`src/hdl/smfp_pkg.sv`:
```
// ----------------------------------------------------------------------------
// Sensor mask frame parser package
// Shared types, sensor codes, scaling constants and the pending-field pick.
// ----------------------------------------------------------------------------
package smfp_pkg;

   // Field widths of events and result beats, and the number of sensor fields.
   localparam int CODE_W  = 4;
   localparam int RAW_W   = 16;
   localparam int VALUE_W = 25;
   localparam int FIELD_COUNT = 10;

   // Sensor codes that need a scaling step.
   localparam logic [CODE_W-1:0] SENSOR_TEMP = 4'd0;
   localparam logic [CODE_W-1:0] SENSOR_PRES = 4'd2;
   localparam logic [CODE_W-1:0] SENSOR_RAIN = 4'd7;

   // Sensors whose field is a big-endian byte pair: temp, pres, co2, rain, solar.
   localparam logic [FIELD_COUNT-1:0] PAIR_SENSORS = 10'h295;

   // Reciprocal constants: value = floor(raw * RECIP / 2^RECIP_SHIFT).
   // Each is the ceiling of the exact ratio, which keeps the floor exact for
   // every 16-bit raw value.
   localparam int RECIP_W     = 33;
   localparam int RECIP_SHIFT = 26;
   localparam int QUOT_W      = 23;
   localparam logic [RECIP_W-1:0] TEMP_RECIP = 33'd171798692;   // 2.56
   localparam logic [RECIP_W-1:0] PRES_RECIP = 33'd1717986919;  // 25.6
   localparam logic [RECIP_W-1:0] RAIN_RECIP = 33'd4800055451;  // 71.5264
   localparam logic signed [VALUE_W-1:0] TEMP_OFFSET = 25'sd10240;  // 40.0 in Q.8

   // Result queue sizing.
   localparam int FIFO_DEPTH = 4;
   localparam int FIFO_PTR_W = 2;
   localparam int FIFO_CNT_W = 3;

   // One parsed byte: a completed field and/or a short-frame error.
   typedef struct packed {
      logic              fld_valid;
      logic [CODE_W-1:0] fld_code;
      logic [RAW_W-1:0]  fld_raw;
      logic              err_valid;
      logic [CODE_W-1:0] err_code;
   } smfp_event_type;

   // One result beat.
   typedef struct packed {
      logic [CODE_W-1:0]         sensor_code;
      logic signed [VALUE_W-1:0] scaled_value;
      logic                      frame_error;
      logic                      run_end;
   } smfp_result_type;

   // Code of the lowest set bit; zero when nothing is pending.
   function automatic logic [CODE_W-1:0] lowest_pending(input logic [FIELD_COUNT-1:0] pend);
      logic [CODE_W-1:0] code;
      code = '0;
      for (int k = FIELD_COUNT - 1; k >= 0; k--) begin
         if (pend[k]) begin
            code = CODE_W'(k);
         end
      end
      return code;
   endfunction

endpackage

```
`src/hdl/smfp_channels.sv`:
```
// ----------------------------------------------------------------------------
// Sensor mask frame parser channels
// Valid/ready channel bundles for the byte input and the result output.
// ----------------------------------------------------------------------------
interface smfp_req_if;
   logic        valid;
   logic        ready;
   logic        first_byte;
   logic [15:0] presence_mask;
   logic [7:0]  data_byte;
   logic        last_byte;

   modport source (output valid, first_byte, presence_mask, data_byte, last_byte,
                   input ready);
   modport sink (input valid, first_byte, presence_mask, data_byte, last_byte,
                 output ready);
endinterface

interface smfp_rsp_if;
   logic               valid;
   logic               ready;
   logic [3:0]         sensor_code;
   logic signed [24:0] scaled_value;
   logic               frame_error;
   logic               run_end;

   modport source (output valid, sensor_code, scaled_value, frame_error, run_end,
                   input ready);
   modport sink (input valid, sensor_code, scaled_value, frame_error, run_end,
                 output ready);
endinterface

```
`src/hdl/smfp_parse.sv`:
```
// ----------------------------------------------------------------------------
// Frame byte parser
// Tracks the frame state and turns each accepted byte into a registered event.
// ----------------------------------------------------------------------------
module smfp_parse import smfp_pkg::*; #(
   parameter int HEADER_SKIP = 3
) (
   input  logic           clock,
   input  logic           reset,
   smfp_req_if.sink       req_bus,
   input  logic           room_ok,
   output smfp_event_type evt_ff
);

   localparam logic [1:0] SKIP_COUNT = 2'(HEADER_SKIP);

   logic                   accept;
   logic [1:0]             pos_ff, pos_in, pos0, pos1;
   logic [FIELD_COUNT-1:0] pend_ff, pend_in, pend0, pend1;
   logic [7:0]             hold_ff, hold_in, hold0, hold1;
   logic                   have_ff, have_in, have0, have1;
   logic                   active_ff, active_in, active0;
   logic [CODE_W-1:0]      code0, code1;
   logic                   fld;
   logic [RAW_W-1:0]       raw;
   smfp_event_type         evt_in;

   assign req_bus.ready = room_ok;
   assign accept = req_bus.valid & room_ok;

   // A first byte restarts the frame before the byte itself is counted.
   always_comb begin
      pend0   = req_bus.first_byte ? req_bus.presence_mask[FIELD_COUNT-1:0] : pend_ff;
      pos0    = req_bus.first_byte ? 2'd0 : pos_ff;
      hold0   = req_bus.first_byte ? 8'd0 : hold_ff;
      have0   = req_bus.first_byte ? 1'b0 : have_ff;
      active0 = req_bus.first_byte | active_ff;
      code0   = lowest_pending(pend0);
   end

   // Header skip, then assembly of the lowest pending field.
   always_comb begin
      pos1  = pos0;
      pend1 = pend0;
      hold1 = hold0;
      have1 = have0;
      fld   = 1'b0;
      raw   = {8'd0, req_bus.data_byte};
      if (pos0 < SKIP_COUNT) begin
         pos1 = pos0 + 2'd1;
      end else if (pend0 != '0) begin
         if (PAIR_SENSORS[code0]) begin
            if (!have0) begin
               hold1 = req_bus.data_byte;
               have1 = 1'b1;
            end else begin
               fld          = 1'b1;
               raw          = {hold0, req_bus.data_byte};
               pend1[code0] = 1'b0;
               have1        = 1'b0;
               hold1        = 8'd0;
            end
         end else begin
            fld          = 1'b1;
            pend1[code0] = 1'b0;
         end
      end
      code1 = lowest_pending(pend1);
   end

   // Next state and the event for the result path.
   always_comb begin
      pos_in    = pos_ff;
      pend_in   = pend_ff;
      hold_in   = hold_ff;
      have_in   = have_ff;
      active_in = active_ff;
      evt_in    = '0;
      if (accept && active0) begin
         evt_in.fld_valid = fld;
         evt_in.fld_code  = code0;
         evt_in.fld_raw   = raw;
         pos_in           = pos1;
         if (req_bus.last_byte) begin
            evt_in.err_valid = (pend1 != '0);
            evt_in.err_code  = code1;
            active_in        = 1'b0;
            pend_in          = '0;
            have_in          = 1'b0;
            hold_in          = 8'd0;
         end else begin
            active_in = 1'b1;
            pend_in   = pend1;
            have_in   = have1;
            hold_in   = hold1;
         end
      end
   end

   // State and event registers.
   always_ff @(posedge clock) begin
      if (reset) begin
         pos_ff    <= '0;
         pend_ff   <= '0;
         hold_ff   <= '0;
         have_ff   <= 1'b0;
         active_ff <= 1'b0;
         evt_ff    <= '0;
      end else begin
         pos_ff    <= pos_in;
         pend_ff   <= pend_in;
         hold_ff   <= hold_in;
         have_ff   <= have_in;
         active_ff <= active_in;
         evt_ff    <= evt_in;
      end
   end

   // An error event only follows an accepted last byte.
   assert property (@(posedge clock) disable iff (reset)
      evt_ff.err_valid |-> $past(accept && req_bus.last_byte))
      else $error("error event without a last byte");

   // Pending fields and a held high byte exist only inside an open frame.
   assert property (@(posedge clock) disable iff (reset)
      (pend_ff != '0) || have_ff |-> active_ff)
      else $error("field state outside a frame");

   // A half-assembled pair always belongs to a pair sensor.
   assert property (@(posedge clock) disable iff (reset)
      have_ff |-> PAIR_SENSORS[lowest_pending(pend_ff)])
      else $error("held byte for a single-byte sensor");

endmodule

```
`src/hdl/smfp_convert.sv`:
```
// ----------------------------------------------------------------------------
// Value converter
// Scales a field to signed Q.8 and orders the results of one event.
// ----------------------------------------------------------------------------
module smfp_convert import smfp_pkg::*; (
   input  smfp_event_type  evt,
   output smfp_result_type res0,
   output smfp_result_type res1,
   output logic [1:0]      push_count
);

   logic [RECIP_W-1:0]              recip;
   logic [RAW_W+RECIP_W-1:0]        product;
   logic [QUOT_W-1:0]               quotient;
   logic signed [VALUE_W-1:0]       value;
   smfp_result_type                 fld_res, err_res;

   // Reciprocal multiply for the sensors with a fractional scale.
   always_comb begin
      case (evt.fld_code)
         SENSOR_TEMP: recip = TEMP_RECIP;
         SENSOR_PRES: recip = PRES_RECIP;
         SENSOR_RAIN: recip = RAIN_RECIP;
         default:     recip = '0;
      endcase
   end

   assign product  = (RAW_W+RECIP_W)'(evt.fld_raw) * (RAW_W+RECIP_W)'(recip);
   assign quotient = QUOT_W'(product >> RECIP_SHIFT);

   // Final Q.8 value: offset for temperature, quotient as is for pressure and rain, plain shift for raw sensors.
   always_comb begin
      case (evt.fld_code)
         SENSOR_TEMP: value = $signed({2'b00, quotient}) - TEMP_OFFSET;
         SENSOR_PRES: value = $signed({2'b00, quotient});
         SENSOR_RAIN: value = $signed({2'b00, quotient});
         default:     value = $signed({1'b0, evt.fld_raw, 8'd0});
      endcase
   end

   // The field result goes first; the error result closes the run.
   always_comb begin
      fld_res.sensor_code  = evt.fld_code;
      fld_res.scaled_value = value;
      fld_res.frame_error  = 1'b0;
      fld_res.run_end      = ~evt.err_valid;
      err_res.sensor_code  = evt.err_code;
      err_res.scaled_value = '0;
      err_res.frame_error  = 1'b1;
      err_res.run_end      = 1'b1;
      res0 = evt.fld_valid ? fld_res : err_res;
      res1 = err_res;
      push_count = 2'(evt.fld_valid) + 2'(evt.err_valid);
   end

endmodule

```
`src/hdl/smfp_result_fifo.sv`:
```
// ----------------------------------------------------------------------------
// Result queue
// Small queue that takes up to two results a cycle and sends one a beat.
// ----------------------------------------------------------------------------
module smfp_result_fifo import smfp_pkg::*; (
   input  logic                  clock,
   input  logic                  reset,
   input  smfp_result_type       res0,
   input  smfp_result_type       res1,
   input  logic [1:0]            push_count,
   output logic [FIFO_CNT_W-1:0] count,
   smfp_rsp_if.source            rsp_bus
);

   smfp_result_type       entries_ff [FIFO_DEPTH];
   smfp_result_type       head;
   logic [FIFO_PTR_W-1:0] wr_ptr_ff, wr_ptr_in, rd_ptr_ff, rd_ptr_in;
   logic [FIFO_CNT_W-1:0] count_ff, count_in;
   logic                  pop;

   // Head of the queue drives the result channel.
   assign head                 = entries_ff[rd_ptr_ff];
   assign rsp_bus.valid        = (count_ff != '0);
   assign rsp_bus.sensor_code  = head.sensor_code;
   assign rsp_bus.scaled_value = head.scaled_value;
   assign rsp_bus.frame_error  = head.frame_error;
   assign rsp_bus.run_end      = head.run_end;
   assign pop                  = rsp_bus.valid & rsp_bus.ready;
   assign count                = count_ff;

   // Pointer and fill arithmetic.
   always_comb begin
      wr_ptr_in = wr_ptr_ff + FIFO_PTR_W'(push_count);
      rd_ptr_in = rd_ptr_ff + FIFO_PTR_W'(pop);
      count_in  = count_ff + FIFO_CNT_W'(push_count) - FIFO_CNT_W'(pop);
   end

   // Result storage; one or two entries written per cycle.
   always_ff @(posedge clock) begin
      if (push_count != 2'd0) begin
         entries_ff[wr_ptr_ff] <= res0;
      end
      if (push_count == 2'd2) begin
         entries_ff[wr_ptr_ff + FIFO_PTR_W'(1)] <= res1;
      end
   end

   // Queue control.
   always_ff @(posedge clock) begin
      if (reset) begin
         wr_ptr_ff <= '0;
         rd_ptr_ff <= '0;
         count_ff  <= '0;
      end else begin
         wr_ptr_ff <= wr_ptr_in;
         rd_ptr_ff <= rd_ptr_in;
         count_ff  <= count_in;
      end
   end

   // The input credit check must keep every push inside the queue.
   assert property (@(posedge clock) disable iff (reset)
      (4'(count_ff) + 4'(push_count)) <= 4'(FIFO_DEPTH))
      else $error("result queue overflow");

   // Fill count and pointers stay consistent.
   assert property (@(posedge clock) disable iff (reset)
      (count_ff == '0) || (count_ff == 3'(FIFO_DEPTH)) |-> (wr_ptr_ff == rd_ptr_ff))
      else $error("queue pointers out of step with fill count");

endmodule

```
`src/hdl/sensor_mask_frame_parser.sv`:
```
// ----------------------------------------------------------------------------
// Sensor mask frame parser
// Parses presence-mask sensor frames a byte at a time into scaled readings.
// ----------------------------------------------------------------------------
// The block takes one payload byte per clock unless the input is held off,
// and answers each completed sensor field with a code and a signed Q.8 value
// passed through the event register and the result queue. A byte ending both
// a field and a short frame gives two result beats. The byte path holds a
// frame state register, an event register and a single 16 x 33 reciprocal
// multiplier feeding a four-entry result queue; the input is held off only
// when the queue and event register together could not take two more results.
module sensor_mask_frame_parser import smfp_pkg::*; #(
   parameter int HEADER_SKIP = 3
) (
   input  logic       clock,
   input  logic       reset,
   smfp_req_if.sink   req_bus,
   smfp_rsp_if.source rsp_bus
);

   smfp_event_type        evt;
   smfp_result_type       res0, res1;
   logic [1:0]            push_count;
   logic [FIFO_CNT_W-1:0] fifo_count;
   logic                  room_ok;

   // Credit check: queued results plus the event in flight leave room for two.
   assign room_ok = (4'(fifo_count) + 4'(evt.fld_valid) + 4'(evt.err_valid))
                    <= 4'(FIFO_DEPTH - 2);

   smfp_parse #(
      .HEADER_SKIP (HEADER_SKIP)
   ) u_parse (
      .clock   (clock),
      .reset   (reset),
      .req_bus (req_bus),
      .room_ok (room_ok),
      .evt_ff  (evt)
   );

   smfp_convert u_convert (
      .evt        (evt),
      .res0       (res0),
      .res1       (res1),
      .push_count (push_count)
   );

   smfp_result_fifo u_fifo (
      .clock      (clock),
      .reset      (reset),
      .res0       (res0),
      .res1       (res1),
      .push_count (push_count),
      .count      (fifo_count),
      .rsp_bus    (rsp_bus)
   );

endmodule
```
`src/flat_wrapper.sv`:
```
// flat-port wrapper written by rule: the top's interface ports become plain ports
module sensor_mask_frame_parser_flat import smfp_pkg::*;
#(
   parameter int HEADER_SKIP = 3
)
  (clock, reset, req_bus_valid, req_bus_first_byte, req_bus_presence_mask, req_bus_data_byte, req_bus_last_byte, req_bus_ready, rsp_bus_valid, rsp_bus_sensor_code, rsp_bus_scaled_value, rsp_bus_frame_error, rsp_bus_run_end, rsp_bus_ready);
  smfp_req_if req_bus_i ();
  smfp_rsp_if rsp_bus_i ();
  input  logic clock;
  input  logic reset;
  input wire logic [$bits(req_bus_i.valid)-1:0] req_bus_valid;
  input wire logic [$bits(req_bus_i.first_byte)-1:0] req_bus_first_byte;
  input wire logic [$bits(req_bus_i.presence_mask)-1:0] req_bus_presence_mask;
  input wire logic [$bits(req_bus_i.data_byte)-1:0] req_bus_data_byte;
  input wire logic [$bits(req_bus_i.last_byte)-1:0] req_bus_last_byte;
  output wire logic [$bits(req_bus_i.ready)-1:0] req_bus_ready;
  output wire logic [$bits(rsp_bus_i.valid)-1:0] rsp_bus_valid;
  output wire logic [$bits(rsp_bus_i.sensor_code)-1:0] rsp_bus_sensor_code;
  output wire logic [$bits(rsp_bus_i.scaled_value)-1:0] rsp_bus_scaled_value;
  output wire logic [$bits(rsp_bus_i.frame_error)-1:0] rsp_bus_frame_error;
  output wire logic [$bits(rsp_bus_i.run_end)-1:0] rsp_bus_run_end;
  input wire logic [$bits(rsp_bus_i.ready)-1:0] rsp_bus_ready;
  assign req_bus_i.valid = req_bus_valid;
  assign req_bus_i.first_byte = req_bus_first_byte;
  assign req_bus_i.presence_mask = req_bus_presence_mask;
  assign req_bus_i.data_byte = req_bus_data_byte;
  assign req_bus_i.last_byte = req_bus_last_byte;
  assign req_bus_ready = req_bus_i.ready;
  assign rsp_bus_valid = rsp_bus_i.valid;
  assign rsp_bus_sensor_code = rsp_bus_i.sensor_code;
  assign rsp_bus_scaled_value = rsp_bus_i.scaled_value;
  assign rsp_bus_frame_error = rsp_bus_i.frame_error;
  assign rsp_bus_run_end = rsp_bus_i.run_end;
  assign rsp_bus_i.ready = rsp_bus_ready;
  sensor_mask_frame_parser #(.HEADER_SKIP(HEADER_SKIP)) u_core (.clock(clock), .reset(reset), .req_bus(req_bus_i), .rsp_bus(rsp_bus_i));
endmodule
```
`config.mk`:
```
export PLATFORM = sky130hd
export DESIGN_NAME = sensor_mask_frame_parser_flat
export DESIGN_NICKNAME = d
export VERILOG_FILES = /design/src/hdl/smfp_pkg.sv /design/src/hdl/smfp_channels.sv /design/src/hdl/smfp_parse.sv /design/src/hdl/smfp_convert.sv /design/src/hdl/smfp_result_fifo.sv /design/src/hdl/sensor_mask_frame_parser.sv /design/src/flat_wrapper.sv
export SDC_FILE = /design/constraint.sdc
export NUM_CORES = 1
export LEC_CHECK = 0
export BUFFER_PORTS_ARGS = -buffer_cell sky130_fd_sc_hd__buf_2
export CORE_MARGIN = 10
export CORE_UTILIZATION = 56
export DETAILED_ROUTE_END_ITERATION = 8
export PLACE_DENSITY = 0.73
export SYNTH_ARGS = -nofsm -noshare
export SYNTH_HDL_FRONTEND = slang
export SYNTH_SLANG_ARGS = --single-unit
```
`constraint.sdc`:
```
create_clock -name clock -period 9.38 [get_ports clock]
set_input_delay 0.469 -clock clock [delete_from_list [all_inputs] [get_ports clock]]
set_output_delay 0.469 -clock clock [all_outputs]
set_load 0.01 [all_outputs]
```
Word level (Yosys, flattened, before mapping)
Memories as Yosys holds them, arrays and structs flattened. A register that Yosys moved wholly into a read port is not among the register bits.
Cells that the tools add are included.
{ "word_totals": {"ff_bits": 55, "mem_bits_rw": 124, "romBits": 16, "inputBits": 30, "output_inout_bits": 33, "n_memories": 2} }
{ "op_classes": {"add_sub_neg": 10, "n_mul": 1, "magnitude_cmp": 4, "n_eq_ne": 3, "n_mux": 56, "n_bitwise": 11, "reduce_logical": 16} }
{ "mem_list": {"columns": ["name", "depth", "word_bits", "rd", "rd_ports_with_merged_regs", "write_ports", "line_no", "text"], "rows": [
  ["u_core.u_fifo.entries_ff", 4, 31, 1, 1, 2, "smfp_result_fifo.sv:15", "smfp_result_type entries_ff [FIFO_DEPTH];"],
  ["(no name shown)", 16, 1, 1, 0, 0, "smfp_parse.sv:52", "if (PAIR_SENSORS[code0]) begin"]
]} }
{ "op_table": {"columns": ["cell", "count"], "rows": [
  ["$pmux 33 s3", 1],
  ["$mux 8", 9],
  ["$mux 10", 6],
  ["$pmux 25 s2", 1],
  ["$mul 16x33->49", 1],
  ["$mux 4", 12],
  ["$mux 31", 1],
  ["$sub 23x14->24 const B", 1],
  ["$reduce_bool 10->1", 2],
  ["$mux 1", 16],
  ["$mux 3", 4],
  ["$reduce_or 11->1", 1],
  ["$and 10x10->10", 1],
  ["$mux 2", 5],
  ["$not 10->10", 1],
  ["$reduce_or 4->1", 2],
  ["$reduce_or 7->1", 1],
  ["$not 1->1", 6],
  ["$reduce_or 6->1", 1],
  ["$lt 4x5->1 const B", 1],
  ["$reduce_or 5->1", 1],
  ["$add 2x1->2 const B", 2],
  ["$add 3x1->4", 1],
  ["$add 4x1->4", 1],
  ["other kinds (20)", 23]
]} }

Logic depth before layout (Yosys ltp)
{ "logic_depth": {"word_depth": 30, "depth_mapped": 34, "mapped_depth_nobuf": 32} }

Hierarchy
Synthesis repeated with hierarchy kept, for this count alone.
{ "hier_totals": {"hier_cells": 2252, "hier_area_um2": 23551.3} }
{ "modules_own_cells": {"columns": ["module", "instances", "cells_per_inst", "area_per_inst_um2", "seq_area_each_um2"], "rows": [
  ["smfp_convert", 1, 1653, 14576.5, 0.0],
  ["smfp_result_fifo", 1, 345, 6607.6, 3863.7],
  ["smfp_parse", 1, 243, 2284.7, 960.9],
  ["sensor_mask_frame_parser", 1, 11, 82.6, 0.0]
]} }

Worst setup path before layout
Ideal clock, no wire load.
{ "synth_path": {"path_type": "reg2reg", "start": "reg u_core.u_parse.evt_ff[22] in the netlist's numbering", "end": "mem u_core.u_fifo.entries_ff[0][24] in the netlist's numbering", "setup_time_ns": 0.067, "t_arrival_ns": 7.868, "path_slack_ns": 1.445, "stages_incl_launch_ff": 30, "n_path_buf": 3, "synth_period_minus_slack_ns": 7.935, "path_cell_list": "dfxtp_1 buf_2 inv_1 nor3_1 clkbuf_1 nand2_1 inv_1 a21oi_1 fa_1 fa_1 inv_1 fa_1 fa_1 fa_1 inv_1 fa_1 inv_1 ha_1 nand4_4 nor4_4 o211ai_1 and4_1 buf_6 o31a_1 xnor2_1 a211oi_2 nor4b_1 xor2_1 a221o_2 o21ai_2"} }
{ "synth_lines": {"columns": ["item", "line_no", "text"], "rows": [
  ["start: declaration", "smfp_parse.sv:12", "output smfp_event_type evt_ff"],
  ["start signal: assignment", "smfp_parse.sv:115", "evt_ff <= evt_in;"],
  ["end: declaration", "smfp_result_fifo.sv:15", null]
]} }

==> run_summary.xml <==
<?xml version="1.0" encoding="UTF-8"?>
<metrics>
  <group name="yosys">
    <metric name="synth.area.top_cells" unit="">fa_1 32%, dfxtp_1 15%, ha_1 12%</metric>
    <metric name="ys_seq_area_share" unit="%">17.3</metric>
    <metric name="synth-main-ff-cell" unit="">dfxtp_1</metric>
    <metric name="post_synth.cell_area_avg" unit="um2">9.20</metric>
    <metric name="synthesis.instances" unit="">2349</metric>
    <metric name="ys_seq_elements" unit="">179</metric>
    <metric name="yosys_warnings" unit="">0</metric>
    <metric name="ys_types" unit="">84</metric>
    <metric name="post_synthesis_cell_area" unit="um2">21600</metric>
    <metric name="syn_nets" unit="">2922</metric>
    <metric name="post-synth-top-area-fraction" unit="%">31.7</metric>
    <metric name="synth_edf_count" unit="">16</metric>
    <metric name="share_of_synthesized_registers_carrying_an_async_set_or_reset" unit="%">0</metric>
    <metric name="synth_top_area_cell" unit="">fa_1</metric>
  </group>
  <group name="clocking">
    <metric name="cts-root-buf" unit="">clkbuf_16</metric>
    <metric name="maximum_clock_path_buffer_count" unit="">2</metric>
    <metric name="h-tree-depth" unit="">4</metric>
    <metric name="clk-insertion-delay-late" unit="ns">0.43</metric>
    <metric name="cts.sink_count" unit="">179</metric>
    <metric name="cts.hold.buffers_added" unit="">0</metric>
    <metric name="cts_inserted_buffers" unit="">17</metric>
    <metric name="cts_tree" unit="">done</metric>
    <metric name="path_clk_slew" unit="ns">0.07</metric>
  </group>
  <group name="timing">
    <metric name="slew_headroom" unit="%">14.2</metric>
    <metric name="setup_violations" unit="">0</metric>
    <metric name="grt_setup_unrepaired" unit="">no</metric>
    <metric name="post-route-min-period" unit="ns">8.79</metric>
    <metric name="finClkSkew" unit="ns">0.0134</metric>
    <metric name="final.period_utilization" unit="%">93.7</metric>
    <metric name="setup_total_negative_slack" unit="ns">0</metric>
    <metric name="finalHoldViolCount" unit="">0</metric>
    <metric name="tightest_slew" unit="ns">1.28</metric>
    <metric name="fmax" unit="MHz">114</metric>
    <metric name="slew_viol_final" unit="">0</metric>
  </group>
  <group name="final_layout">
    <metric name="final_common_cell" unit="">inv_1</metric>
    <metric name="sequential_cell_area_in_the_final_layout" unit="um2">3740</metric>
    <metric name="drive_gt1_share" unit="%">7.99</metric>
    <metric name="layout.cells.most_common_list" unit="">481 x inv_1, 342 x fa_1, 275 x nand2_1</metric>
    <metric name="multi_input_area" unit="um2">15700</metric>
    <metric name="utilization" unit="%">60.8</metric>
    <metric name="antenna-diode-count" unit="">0</metric>
    <metric name="area.growth.synth_to_final" unit="%">6.39</metric>
    <metric name="final.fill_count" unit="">3327</metric>
    <metric name="fin_nets" unit="">2950</metric>
  </group>
  <group name="global_routing">
    <metric name="pin_count_of_the_biggest_net_entering_global_routing" unit="">41</metric>
    <metric name="grt_first_pass_wirelength" unit="um">103000</metric>
    <metric name="number_of_global_route_vias_before_repair" unit="">17700</metric>
    <metric name="grt_util_all_layers" unit="%">28.5</metric>
    <metric name="grt_antenna_before_repair" unit="">0</metric>
    <metric name="globalRoute.totalOverflow" unit="">0</metric>
  </group>
  <group name="setup_path">
    <metric name="cp-end-kind" unit="">register</metric>
    <metric name="setup.reg_to_reg.worst_slack" unit="ns">0.59</metric>
    <metric name="critical-path-max-stage-delay" unit="ns">0.54</metric>
    <metric name="worst_r2r_endpoint" unit="">u_core.u_fifo.entries_ff[2][25]$_SDFFE_PP0P_</metric>
    <metric name="start_kind" unit="">register</metric>
    <metric name="critPathSlowestCell" unit="">fa_1</metric>
    <metric name="critical_path_class" unit="">reg -&gt; reg</metric>
    <metric name="r2r-start" unit="">u_core.u_parse.evt_ff[21]$_SDFF_PP0_</metric>
    <metric name="crit_arrival" unit="ns">9.12</metric>
    <metric name="reg2regPathDepth" unit="">30</metric>
    <metric name="critPathMaxFanout" unit="">22</metric>
    <metric name="cp_data_required_time" unit="ns">9.71</metric>
    <metric name="critical_path.most_common_cell" unit="">inv_1</metric>
  </group>
  <group name="power">
    <metric name="pwr-share-seq" unit="%">36.5</metric>
    <metric name="clockPowerShare" unit="%">28.1</metric>
    <metric name="total_power_divided_by_cell_area" unit="nW/um2">110</metric>
    <metric name="power.internal" unit="mW">1.62</metric>
    <metric name="p_leak" unit="nW">12.3</metric>
    <metric name="power_frac_comb" unit="%">35.4</metric>
    <metric name="switching_share" unit="%">36.1</metric>
    <metric name="vdd_ir_max" unit="uV">143</metric>
    <metric name="switching_power" unit="mW">0.916</metric>
  </group>
  <group name="route">
    <metric name="route.detailed.drc" unit="">0</metric>
    <metric name="detail_route.wirelength" unit="um">65800</metric>
    <metric name="routed_wire_length_per_instance" unit="um">22.7</metric>
    <metric name="routed-via-count" unit="">17000</metric>
    <metric name="drt_pre_antenna_iters" unit="">8</metric>
    <metric name="initialDrtViolationCount" unit="">1724</metric>
    <metric name="antenna_violating_nets_post_route" unit="">0</metric>
    <metric name="viasPerCell" unit="">5.87</metric>
  </group>
  <group name="job">
    <metric name="max_cap_violations" unit="">0</metric>
  </group>
  <group name="floorplanning">
    <metric name="start_util" unit="%">57.1</metric>
    <metric name="die-area" unit="um2">46900</metric>
    <metric name="chipWidth" unit="um">216</metric>
    <metric name="placementRows" unit="">71</metric>
    <metric name="dieHeight" unit="um">216</metric>
    <metric name="design.portCount" unit="">63</metric>
    <metric name="fp.coreArea" unit="um2">37800</metric>
  </group>
  <group name="placement">
    <metric name="place.port_buffers" unit="">56</metric>
    <metric name="hpwlAfterDp" unit="um">55000</metric>
    <metric name="gp_congestion" unit="">1.05</metric>
  </group>
  <group name="hold_path">
    <metric name="min_to" unit="">u_core.u_parse.evt_ff[6]$_SDFF_PP0_</metric>
    <metric name="hold-path-cell-count" unit="">2</metric>
    <metric name="min_from" unit="">req_bus_data_byte[1]</metric>
    <metric name="hold_crit_class" unit="">in -&gt; reg</metric>
  </group>
  <group name="status">
    <metric name="result_of_the_run" unit="">finished, final reports clean</metric>
  </group>
</metrics>
final cells by class:
| class | instances | area share [%] |
|---|---|---|
| inverters | 481 | 7.85 |
| multi-input cells | 1607 | 68.1 |
| repair buffers | 91 | 2.42 |
| well taps | 511 | 2.78 |
| flip-flops and latches | 179 | 16.3 |
| clock inverters | 13 | 0.626 |
| clock buffers | 19 | 1.93 |
repair_timing:
action / 4_1_cts / 5_1_grt
setup endpoints to repair: 0 / 12
buffers inserted: 0 / 1
hold endpoints to repair: 0 / 0
resized for setup: 0 / 1
registers in the layout, indices dropped and copies added, names as in the netlist:
register / flops
u_core.u_fifo.rd_ptr_ff: 2
u_core.u_fifo.entries_ff: 124
u_core.u_fifo.wr_ptr_ff: 2
u_core.u_fifo.count: 3
u_core.u_parse.pend_ff: 10
u_core.u_parse.pos_ff: 2
u_core.u_parse.active_ff: 1
u_core.u_parse.hold_ff: 8
u_core.u_parse.have_ff: 1
u_core.u_parse.evt_ff: 26
power groups by stage:
stage | clock [mW] | sequential, mW | combinational [mW]
5_1_grt | 0.751 | 0.935 | 0.994
4_1_cts | 0.720 | 0.923 | 0.903
2_1_floorplan | 0 | 0.922 | 0.617
3_3_place_gp | 0 | 0.932 | 0.879
3_5_place_dp | 0 | 0.941 | 0.894
6_report | 0.714 | 0.925 | 0.899
critical path: cells and delay by family (launching register included):
| family | cells | cell delay (ns) |
|---|---|---|
| XOR/XNOR | 1 | 0.23 |
| buffers and inverters | 8 | 0.99 |
| AO/OA/AOI/OAI | 4 | 0.98 |
| AND/OR/NAND/NOR | 10 | 2.54 |
| adder cells (fa/ha/maj) | 7 | 3.46 |
| flip-flops | 1 | 0.47 |
kinds of logic after synthesis:
group / synth area share [%]
fa+ha+maj: 43.3
simple gates: 12.9
buf+inv: 10.3
compound gates: 11.0
other cells: 0.0173
flops: 17.3
xor+xnor: 1.29
mux: 3.88
stage by stage:
stage          worst slack [ns]  cells  hold WS, ns  total power, mW  cell area [um2]
2_1_floorplan              1.44   2349        0.420             1.54            21600
4_1_cts                   0.486   2900        0.249             2.55            23000
5_1_grt                0.000258   2901        0.255             2.68            23000
6_report                  0.594   2901        0.257             2.54            23000
3_3_place_gp              0.811   2868        0.429             1.81            22400
3_5_place_dp              0.536   2868        0.437             1.83            22400
cells in the mapped netlist, types with 11 or more instances:
cell / instances
inv_1: 481
fa_1: 342
nand2_1: 275
ha_1: 201
dfxtp_1: 163
o21ai_0: 146
nor2_1: 138
a21oi_1: 85
clkbuf_1: 56
and2_1: 38
mux4_2: 31
nor3_1: 28
nand4_1: 22
a22oi_1: 19
nand3_1: 18
xnor2_1: 18
edfxtp_1: 16
mux2i_1: 14
a211oi_1: 13
a22o_1: 13
o211ai_1: 13
xor2_1: 12
nand2b_1: 11
nand3b_1: 11
o22ai_1: 11
worst max path at each step:
| stage | start | end | slack [ns] | depth (start not counted) |
|---|---|---|---|---|
| after floorplan | u_core.u_parse.evt_ff[22]$_SDFF_PP0_ | u_core.u_fifo.entries_ff[0][24]$_SDFFE_PP0P_ | 1.44 | 29 |
| after CTS | u_core.u_parse.evt_ff[21]$_SDFF_PP0_ | u_core.u_fifo.entries_ff[2][25]$_SDFFE_PP0P_ | 0.49 | 30 |
| after global routing | u_core.u_parse.evt_ff[21]$_SDFF_PP0_ | u_core.u_fifo.entries_ff[2][25]$_SDFFE_PP0P_ | 0.0003 | 30 |
| after detailed placement | u_core.u_parse.evt_ff[21]$_SDFF_PP0_ | u_core.u_fifo.entries_ff[0][17]$_SDFFE_PP0P_ | 0.54 | 31 |
| after global placement | u_core.u_parse.evt_ff[21]$_SDFF_PP0_ | u_core.u_fifo.entries_ff[0][24]$_SDFFE_PP0P_ | 0.81 | 30 |
| final | u_core.u_parse.evt_ff[21]$_SDFF_PP0_ | u_core.u_fifo.entries_ff[2][25]$_SDFFE_PP0P_ | 0.59 | 30 |
layer usage:
metal | global-route usage (%) | wire, um
met5 | 0 | 0
met4 | 9.69 | 2410
met3 | 5.77 | 6360
met2 | 43.2 | 28900
met1 | 40.1 | 28100
No activity file was read; power rests on OpenSTA's default activity.
